`src/rtl/core/bkl_pkg.sv`:
```
`default_nettype none

package bkl_pkg;

    localparam int DEF_MAX_REQUESTERS = 32;
    localparam int DEF_TICKET_BITS    = 16;

    localparam int ID_W         = 5;
    localparam int CNT_W        = 6;
    localparam int TICKET_OUT_W = 16;

    localparam logic [CNT_W-1:0] COUNT_RESET = CNT_W'(32);

    typedef enum logic [0:0] {
        FUNC_LOCK    = 1'b0,
        FUNC_RELEASE = 1'b1
    } func_t;

    typedef enum logic [1:0] {
        STATUS_OK       = 2'd0,
        STATUS_OVERFLOW = 2'd1,
        STATUS_BAD_ID   = 2'd2
    } status_t;

    typedef enum logic [2:0] {
        ST_IDLE,
        ST_MAX_SCAN,
        ST_UPDATE,
        ST_MIN_SCAN,
        ST_FINISH
    } state_t;

    typedef struct packed {
        func_t           func;
        logic [ID_W-1:0] requester_id;
    } in_item_t;

    typedef struct packed {
        status_t                 status;
        logic [TICKET_OUT_W-1:0] ticket_given;
        logic                    owner_valid;
        logic [ID_W-1:0]         owner_id;
    } out_item_t;

    // control from the sequencer to the shared compare unit
    typedef struct packed {
        logic clear;
        logic step;
        logic mode_min;
    } scan_ctrl_t;

endpackage

`default_nettype wire

```
`src/rtl/core/bkl_ram.sv`:
```
`default_nettype none

module bkl_ram #(
    parameter int WIDTH = 16,
    parameter int DEPTH = 32
) (
    input  wire logic                     clk,
    input  wire logic                     wr_en,
    input  wire logic [$clog2(DEPTH)-1:0] wr_addr,
    input  wire logic [WIDTH-1:0]         wr_data,
    input  wire logic                     rd_en,
    input  wire logic [$clog2(DEPTH)-1:0] rd_addr,
    output logic      [WIDTH-1:0]         rd_data
);

    logic [WIDTH-1:0] mem [DEPTH];

    always_ff @(posedge clk)
    begin
        if (wr_en)
        begin
            mem[wr_addr] <= wr_data;
        end
        if (rd_en)
        begin
            rd_data <= mem[rd_addr];
        end
    end

endmodule

`default_nettype wire

```
`src/rtl/core/bkl_scan_unit.sv`:
```
`default_nettype none

module bkl_scan_unit
    import bkl_pkg::*;
#(
    parameter int TICKET_BITS = DEF_TICKET_BITS,
    parameter int AW          = 5
) (
    input  wire logic                   clk,
    input  wire logic                   rst_n,
    input  wire scan_ctrl_t             ctrl,
    input  wire logic [TICKET_BITS-1:0] ticket,
    input  wire logic [AW-1:0]          index,
    output logic      [TICKET_BITS-1:0] best,
    output logic      [AW-1:0]          best_idx,
    output logic                        found
);

    logic [TICKET_BITS-1:0] best_reg;
    logic [AW-1:0]          best_idx_reg;
    logic                   found_reg;
    logic [TICKET_BITS-1:0] cmp_a;
    logic [TICKET_BITS-1:0] cmp_b;
    logic                   cmp_lt;
    logic                   take;

    // one magnitude comparator serves both the maximum and the minimum pass
    always_comb
    begin
        cmp_a  = ctrl.mode_min ? ticket : best_reg;
        cmp_b  = ctrl.mode_min ? best_reg : ticket;
        cmp_lt = cmp_a < cmp_b;
        if (ctrl.mode_min)
        begin
            // strict compare keeps the lower id on a tie
            take = (ticket != '0) && (!found_reg || cmp_lt);
        end
        else
        begin
            take = cmp_lt;
        end
    end

    always_ff @(posedge clk or negedge rst_n)
    begin
        if (!rst_n)
        begin
            found_reg <= 1'b0;
        end
        else if (ctrl.clear)
        begin
            found_reg <= 1'b0;
        end
        else if (ctrl.step && take)
        begin
            found_reg <= 1'b1;
        end
    end

    always_ff @(posedge clk)
    begin
        if (ctrl.clear)
        begin
            best_reg     <= '0;
            best_idx_reg <= '0;
        end
        else if (ctrl.step && take)
        begin
            best_reg     <= ticket;
            best_idx_reg <= index;
        end
    end

    assign best     = best_reg;
    assign best_idx = best_idx_reg;
    assign found    = found_reg;

endmodule

`default_nettype wire

```
`src/rtl/core/bakery_ticket_lock_arbiter.sv`:
```
`default_nettype none

// Bakery ticket lock arbiter. Each item is a lock or release from one requester; the block
// answers with one result giving the status, the ticket handed out and the current owner
// (smallest nonzero ticket, lower id on a tie). The tickets sit in a RAM that is scanned one
// entry a cycle through one shared comparator, and in_ready is high only while the
// sequencer is idle. Each pass reads n = min(requester_count, MAX_REQUESTERS) entries; a
// lock runs a maximum pass, the update, then an owner pass, a release the update and an
// owner pass, and a refused id the owner pass alone; the next item can be taken in the
// cycle after the result is loaded. A finished result waits in the output register while
// the next item is taken; a result still waiting there when the next one is ready holds
// the sequencer in its last step until out_ready. Per-entry valid bits clear the store at
// reset at once, so there is no clearing pass.

module bakery_ticket_lock_arbiter
    import bkl_pkg::*;
#(
    parameter int MAX_REQUESTERS = DEF_MAX_REQUESTERS,
    parameter int TICKET_BITS    = DEF_TICKET_BITS
) (
    input  wire logic             clk,
    input  wire logic             rst_n,
    input  wire logic             cfg_wr_en,
    input  wire logic [CNT_W-1:0] cfg_wr_data,
    input  wire logic             in_valid,
    output logic                  in_ready,
    input  wire in_item_t         in_data,
    output logic                  out_valid,
    input  wire logic             out_ready,
    output out_item_t             out_data
);

    localparam int AW = $clog2(MAX_REQUESTERS);
    localparam int NW = $clog2(MAX_REQUESTERS + 1);
    localparam logic [TICKET_BITS-1:0] TICKET_TOP = '1;

    state_t                  state_reg;
    state_t                  state_next;
    logic [CNT_W-1:0]        count_reg;
    logic [NW-1:0]           n_eff;
    func_t                   func_reg;
    logic [AW-1:0]           id_reg;
    logic [NW-1:0]           idx_reg;
    logic [NW-1:0]           idx_next;
    logic                    rd_pend_reg;
    logic                    rd_ok_reg;
    logic [AW-1:0]           rd_idx_reg;
    logic [MAX_REQUESTERS-1:0] valid_reg;
    status_t                 status_reg;
    status_t                 status_next;
    logic [TICKET_BITS-1:0]  given_reg;
    logic [TICKET_BITS-1:0]  given_next;
    logic                    out_valid_reg;
    out_item_t               out_data_reg;
    out_item_t               out_data_next;

    logic                    accept;
    logic                    bad_id;
    logic                    issue;
    logic                    load_out;
    logic                    ram_wr_en;
    logic                    set_valid;
    logic                    clr_valid;
    logic [AW-1:0]           rd_addr;
    logic [TICKET_BITS-1:0]  rd_data;
    logic [TICKET_BITS-1:0]  scan_ticket;
    scan_ctrl_t              scan_ctrl;
    logic [TICKET_BITS-1:0]  scan_best;
    logic [AW-1:0]           scan_best_idx;
    logic                    scan_found;
    logic                    overflow;
    logic [TICKET_BITS-1:0]  new_ticket;
    logic [31:0]             given_wide;
    logic [31:0]             owner_wide;

    always_comb
    begin
        if (32'(count_reg) > MAX_REQUESTERS)
        begin
            n_eff = NW'(MAX_REQUESTERS);
        end
        else
        begin
            n_eff = NW'(count_reg);
        end
    end

    assign accept      = in_valid && in_ready;
    assign bad_id      = 32'(in_data.requester_id) >= 32'(n_eff);
    assign issue       = ((state_reg == ST_MAX_SCAN) || (state_reg == ST_MIN_SCAN))
                         && (idx_reg < n_eff);
    assign rd_addr     = idx_reg[AW-1:0];
    assign scan_ticket = rd_ok_reg ? rd_data : '0;
    assign overflow    = scan_best == TICKET_TOP;
    assign new_ticket  = scan_best + 1'b1;
    assign given_wide  = 32'(given_reg);
    assign owner_wide  = 32'(scan_best_idx);

    bkl_ram #(
        .WIDTH (TICKET_BITS),
        .DEPTH (MAX_REQUESTERS)
    ) u_ticket_ram (
        .clk     (clk),
        .wr_en   (ram_wr_en),
        .wr_addr (id_reg),
        .wr_data (new_ticket),
        .rd_en   (issue),
        .rd_addr (rd_addr),
        .rd_data (rd_data)
    );

    bkl_scan_unit #(
        .TICKET_BITS (TICKET_BITS),
        .AW          (AW)
    ) u_scan (
        .clk      (clk),
        .rst_n    (rst_n),
        .ctrl     (scan_ctrl),
        .ticket   (scan_ticket),
        .index    (rd_idx_reg),
        .best     (scan_best),
        .best_idx (scan_best_idx),
        .found    (scan_found)
    );

    always_ff @(posedge clk or negedge rst_n)
    begin
        if (!rst_n)
        begin
            state_reg     <= ST_IDLE;
            count_reg     <= COUNT_RESET;
            idx_reg       <= '0;
            rd_pend_reg   <= 1'b0;
            valid_reg     <= '0;
            out_valid_reg <= 1'b0;
        end
        else
        begin
            state_reg   <= state_next;
            idx_reg     <= idx_next;
            rd_pend_reg <= issue;
            if (cfg_wr_en)
            begin
                count_reg <= cfg_wr_data;
            end
            if (set_valid)
            begin
                valid_reg[id_reg] <= 1'b1;
            end
            else if (clr_valid)
            begin
                valid_reg[id_reg] <= 1'b0;
            end
            if (load_out)
            begin
                out_valid_reg <= 1'b1;
            end
            else if (out_ready)
            begin
                out_valid_reg <= 1'b0;
            end
        end
    end

    always_ff @(posedge clk)
    begin
        status_reg <= status_next;
        given_reg  <= given_next;
        if (accept)
        begin
            func_reg <= in_data.func;
            id_reg   <= AW'(in_data.requester_id);
        end
        if (issue)
        begin
            rd_ok_reg  <= valid_reg[rd_addr];
            rd_idx_reg <= rd_addr;
        end
        if (load_out)
        begin
            out_data_reg <= out_data_next;
        end
    end

    always_comb
    begin
        state_next         = state_reg;
        idx_next           = idx_reg;
        status_next        = status_reg;
        given_next         = given_reg;
        in_ready           = 1'b0;
        load_out           = 1'b0;
        ram_wr_en          = 1'b0;
        set_valid          = 1'b0;
        clr_valid          = 1'b0;
        scan_ctrl.clear    = 1'b0;
        scan_ctrl.step     = rd_pend_reg;
        scan_ctrl.mode_min = state_reg == ST_MIN_SCAN;

        out_data_next.status       = status_reg;
        out_data_next.ticket_given = given_wide[TICKET_OUT_W-1:0];
        out_data_next.owner_valid  = scan_found;
        out_data_next.owner_id     = scan_found ? owner_wide[ID_W-1:0] : '0;

        unique case (state_reg)
            ST_IDLE:
            begin
                in_ready = 1'b1;
                if (accept)
                begin
                    scan_ctrl.clear = 1'b1;
                    idx_next        = '0;
                    given_next      = '0;
                    status_next     = STATUS_OK;
                    if (bad_id)
                    begin
                        status_next = STATUS_BAD_ID;
                        state_next  = ST_MIN_SCAN;
                    end
                    else if (in_data.func == FUNC_LOCK)
                    begin
                        state_next = ST_MAX_SCAN;
                    end
                    else
                    begin
                        state_next = ST_UPDATE;
                    end
                end
            end
            ST_MAX_SCAN:
            begin
                if (issue)
                begin
                    idx_next = idx_reg + 1'b1;
                end
                else
                begin
                    // last read drains this cycle, the maximum is final next cycle
                    state_next = ST_UPDATE;
                end
            end
            ST_UPDATE:
            begin
                scan_ctrl.clear = 1'b1;
                idx_next        = '0;
                state_next      = ST_MIN_SCAN;
                if (func_reg == FUNC_RELEASE)
                begin
                    clr_valid = 1'b1;
                end
                else if (overflow)
                begin
                    status_next = STATUS_OVERFLOW;
                end
                else
                begin
                    ram_wr_en  = 1'b1;
                    set_valid  = 1'b1;
                    given_next = new_ticket;
                end
            end
            ST_MIN_SCAN:
            begin
                if (issue)
                begin
                    idx_next = idx_reg + 1'b1;
                end
                else
                begin
                    state_next = ST_FINISH;
                end
            end
            ST_FINISH:
            begin
                // hold until the output register is free
                if (!out_valid_reg || out_ready)
                begin
                    load_out   = 1'b1;
                    state_next = ST_IDLE;
                end
            end
            default:
            begin
                state_next = ST_IDLE;
            end
        endcase
    end

    assign out_valid = out_valid_reg;
    assign out_data  = out_data_reg;

    a_load_from_finish: assert property (@(posedge clk) disable iff (!rst_n)
        $rose(out_valid) |-> $past(state_reg == ST_FINISH))
        else $error("result appeared outside the finish step");

    a_no_owner_zero_id: assert property (@(posedge clk) disable iff (!rst_n)
        (out_valid && !out_data.owner_valid) |-> (out_data.owner_id == '0))
        else $error("owner id set without an owner");

    a_refused_no_ticket: assert property (@(posedge clk) disable iff (!rst_n)
        (out_valid && (out_data.status != STATUS_OK)) |-> (out_data.ticket_given == '0))
        else $error("refused item carries a ticket");

    a_read_in_scan: assert property (@(posedge clk) disable iff (!rst_n)
        rd_pend_reg |-> ((state_reg == ST_MAX_SCAN) || (state_reg == ST_MIN_SCAN)))
        else $error("ticket read pending outside a scan");

    a_write_not_overflow: assert property (@(posedge clk) disable iff (!rst_n)
        ram_wr_en |-> (!overflow && (state_reg == ST_UPDATE)))
        else $error("ticket written on overflow");

endmodule

`default_nettype wire
```
`config.mk`:
```
export PLATFORM = sky130hd
export DESIGN_NAME = bakery_ticket_lock_arbiter
export DESIGN_NICKNAME = d
export VERILOG_FILES = /design/src/rtl/core/bkl_pkg.sv /design/src/rtl/core/bkl_ram.sv /design/src/rtl/core/bkl_scan_unit.sv /design/src/rtl/core/bakery_ticket_lock_arbiter.sv
export SDC_FILE = /design/constraint.sdc
export NUM_CORES = 1
export LEC_CHECK = 0
export BUFFER_PORTS_ARGS = -buffer_cell sky130_fd_sc_hd__buf_2
export CAP_MARGIN = 0
export CORE_MARGIN = 3
export CORE_UTILIZATION = 45
export DETAILED_ROUTE_END_ITERATION = 8
export MAX_ROUTING_LAYER = met4
export PLACE_DENSITY_LB_ADDON = 0.1
export SYNTH_ARGS = -nofsm -noshare
export SYNTH_HDL_FRONTEND = slang
export SYNTH_HIERARCHICAL = 1
export SYNTH_SLANG_ARGS = --single-unit
```
`constraint.sdc`:
```
create_clock -name clk -period 8.07 [get_ports clk]
set_input_delay 0.807 -clock clk [delete_from_list [all_inputs] [get_ports clk]]
set_output_delay 0.807 -clock clk [all_outputs]
set_load 0.005 [all_outputs]
```
==> flow_summary.json <==
{
  "report.final.hold_viol_count": 0,
  "cts_setup_buffers": 0,
  "area_delta_synth_final_pct": 11.79,
  "netSwitchingFraction": 0.3351,
  "power.density_nw_per_um2": 339.1,
  "fp-row-count": 90,
  "grt_pass1_wl_mm": 104.7,
  "worst_slew_pin_slew_ns": 1.300,
  "finish.net_count": 1930,
  "synthCells": 1828,
  "seq_area_um2": 19150,
  "gp_congestion": 0.8179,
  "yosysSeqAreaShare": 0.6830,
  "crit_type": "register to register",
  "wl_met1_mm": 33.15,
  "setup_tns_ns": 0,
  "io_buffers": 42,
  "synth.avg_cell_area_um2": 15.34,
  "crit_path_end_kind": "register",
  "layout-drive-gt1-share": 0.1396,
  "wl_met3_mm": 3.676,
  "min_period_over_period": 0.5101,
  "num-fill-cells": 5170,
  "switching_power_mw": 3.561,
  "ir_worst_vdd_uv": 212.0,
  "viasPerCell": 5.892,
  "grt.total_usage": 0.2180,
  "dieHeight_um": 255.6,
  "async_reset_ff_frac": 0.07657,
  "clkLatencyLatePin_ns": 0.61,
  "grt-ovfl-total": 0,
  "crit_chain": "nand2_1 > nor2_4 > mux2_2 > ha_1 > a21o_1 > a221o_1 > a21oi_1 > o221a_2 > o311ai_0",
  "required_ns": 8.51,
  "internal_power_mw": 7.068,
  "critPathBufInv": 0,
  "finalSetupViolations": 0,
  "comb_power_share": 0.292,
  "antenna_left": 0,
  "drt-total-wl_mm": 69.38,
  "clkSinkCount": 653,
  "synth_flop_cell": "edfxtp_1",
  "n_antenna_cell": 0,
  "hp-class": "primary input to async pin",
  "numCtsBuffers": 70,
  "synth_edf_count": 582,
  "htree_levels": 3,
  "synth.distinct_cells": 80,
  "status": "finished clean",
  "via_count": 16310,
  "path_max_fanout": 43,
  "clockPowerShare": 0.295,
  "post-route-drc-count": 0,
  "firstDrtPassIters": 5,
  "topRoutingLayerUsed": "met4",
  "slowest_stage": "nor2_4",
  "cp-start-kind": "register",
  "seq_power_share": 0.413,
  "dr_wl_met2_mm": 31.37,
  "drtIter0Drc": 1482,
  "fmax_ghz": 0.2429,
  "multi_input_comb_area_um2": 8153,
  "syn_area_um2": 28040,
  "fin_skew_ns": 0.02654,
  "cap_violations": 0,
  "cp.arrival_ns": 4.55,
  "grt_pass1_vias": 15870,
  "routedWlPerCell_um": 25.05,
  "path_delay_family": "compound AO/OA/AOI/OAI gates",
  "report.final.slew_viol_count": 0,
  "initial_core_util": 0.4594,
  "synth-seq-cells": 653,
  "die_area_um2": 65340,
  "cts-resized-gates": 0,
  "relSlewSlack": 0.1326,
  "dieWidth_um": 255.6,
  "whs_ns": 0.3172,
  "coreArea_um2": 61030,
  "p_leak_nw": 10.88,
  "largest_reg_flops": 512,
  "ys.warnings.count": 6,
  "grt_antenna_before_repair": 2,
  "grt_max_degree": 92,
  "clk_pin_slew_ns": 0.06,
  "cts_tree": "built",
  "cts_buffer_depth": 3,
  "root_buffer": "clkbuf_16",
  "ctsHoldBuffers": 0,
  "grt_setup_unrepaired": "false",
  "max_stage_delay_ns": 0.80,
  "period_minus_slack_ns": 4.117,
  "pin_count": 43,
  "dpl.hpwl_mm": 40.29,
  "synth_nets": 1871
}
-- path summary, 6_finish.rpt --
| kind | startpoint | end | slack, ns | depth (start not counted) |
|---|---|---|---|---|
| setup / recovery | state_reg[0]$_DFFE_PN0P_ | u_scan/best[12]$_SDFFE_PP0P_ | 3.95 | 9 |
| hold reg to reg | given_reg[1]$_SDFFCE_PP0P_ | out_data[7]$_DFFE_PP_ | 0.41 | 0 |
| hold / removal | rst_n | u_scan/found$_DFFE_PN0P_ | 0.32 | 2 |
| max in group asynchronous | rst_n | idx_reg[0]$_DFFE_PN0P_ | 7.21 | 2 |
| min in group clk | in_data[5] | func_reg$_DFFE_PP_ | 0.39 | 1 |
| setup reg to reg | state_reg[0]$_DFFE_PN0P_ | u_scan/best[12]$_SDFFE_PP0P_ | 3.95 | 9 |
-- through the flow --
step           instances  area, µm²  worst slack (ns)  utilization  power [mW]
3_3_place_gp        2643      29100             4.161       0.4768       7.506
4_1_cts             2769      31340             3.997       0.5135       10.71
6_report            2769      31340             3.953       0.5135       10.63
5_1_grt             2769      31340             3.649       0.5135       11.15
3_5_place_dp        2643      29100             4.005       0.4768       7.565
2_1_floorplan       1828      28040             4.762            -       6.763
-- cell type report --
class | count | area share
sequential | 653 | 0.6111
inverter | 15 | 0.001956
multi-input combinational | 1042 | 0.2601
clock inverter | 37 | 0.01002
timing repair buffer | 105 | 0.02220
clock buffer | 89 | 0.06152
tap | 828 | 0.03306
-- placed cells by master (no fill, tap or decap), types with 13 or more instances in the layout --
master / instances
a41oi_1: 21
o21ai_0: 21
buf_2: 42
o311ai_1: 21
nand4b_1: 13
o22a_1: 15
clkinv_1: 17
clkbuf_1: 13
a22o_1: 33
a22oi_1: 68
mux2i_1: 285
clkbuf_16: 74
buf_4: 62
edfxtp_1: 582
inv_1: 13
a31oi_1: 16
nand2_1: 80
nand4_1: 47
nor2_1: 73
dfxtp_1: 21
ha_1: 26
o311ai_0: 17
nand3_1: 47
nor3_1: 27
and2_1: 40
a21oi_1: 42
dfrtp_1: 48
mux2_2: 20
-- synth_stat cells, drive strengths merged, types with 38 or more instances --
| cell type | n | share of area |
|---|---|---|
| mux2i | 285 | 0.10 |
| nand4 | 48 | 0.011 |
| edfxtp | 582 | 0.62 |
| nand2 | 80 | 0.011 |
| a21oi | 42 | 0.0075 |
| nand3 | 49 | 0.0091 |
| dfrtp | 49 | 0.044 |
| and2 | 41 | 0.0091 |
| buf | 78 | 0.024 |
| a22oi | 68 | 0.018 |
| o311ai | 38 | 0.012 |
| clkbuf | 40 | 0.0054 |
| nor2 | 76 | 0.010 |
-- per-layer routing --
| metal | vias up | GRT usage |
|---|---|---|
| met3 | 88 | 0.03166 |
| met5 | - | - |
| met1 | 8392 | 0.3221 |
| met4 | 0 | 0.04656 |
| met2 | 462 | 0.3229 |
| li1 | 7372 | - |
-- kinds of logic after synthesis --
| group | after synthesis | share of synthesized area |
|---|---|---|
| AOI/OAI and AO/OA | 299 | 0.08194 |
| xor gates and xnor gates | 15 | 0.004686 |
| adders and majority gates | 26 | 0.01160 |
| DFF | 653 | 0.6830 |
| and+or+nand+nor | 395 | 0.07618 |
| muxes | 307 | 0.1114 |
| buffers and inverters | 133 | 0.03119 |
-- power by group through the flow --
stage	clock [mW]	sequential [mW]	combinational [mW]
after global routing	3.34	4.42	3.38
after floorplan	0	4.31	2.45
final	3.13	4.39	3.11
after global placement	0	4.45	3.06
after CTS	3.21	4.39	3.12
after detailed placement	0	4.46	3.11
-- worst reg2reg max path, delay by kind of cell, from the launching register on --
family | cells | cell delay [ns]
compound gates | 5 | 1.74
mux | 1 | 0.44
flops | 1 | 0.50
simple gates | 2 | 0.97
fa+ha+maj | 1 | 0.29
Note: power is estimated with default switching activity, not from simulation.
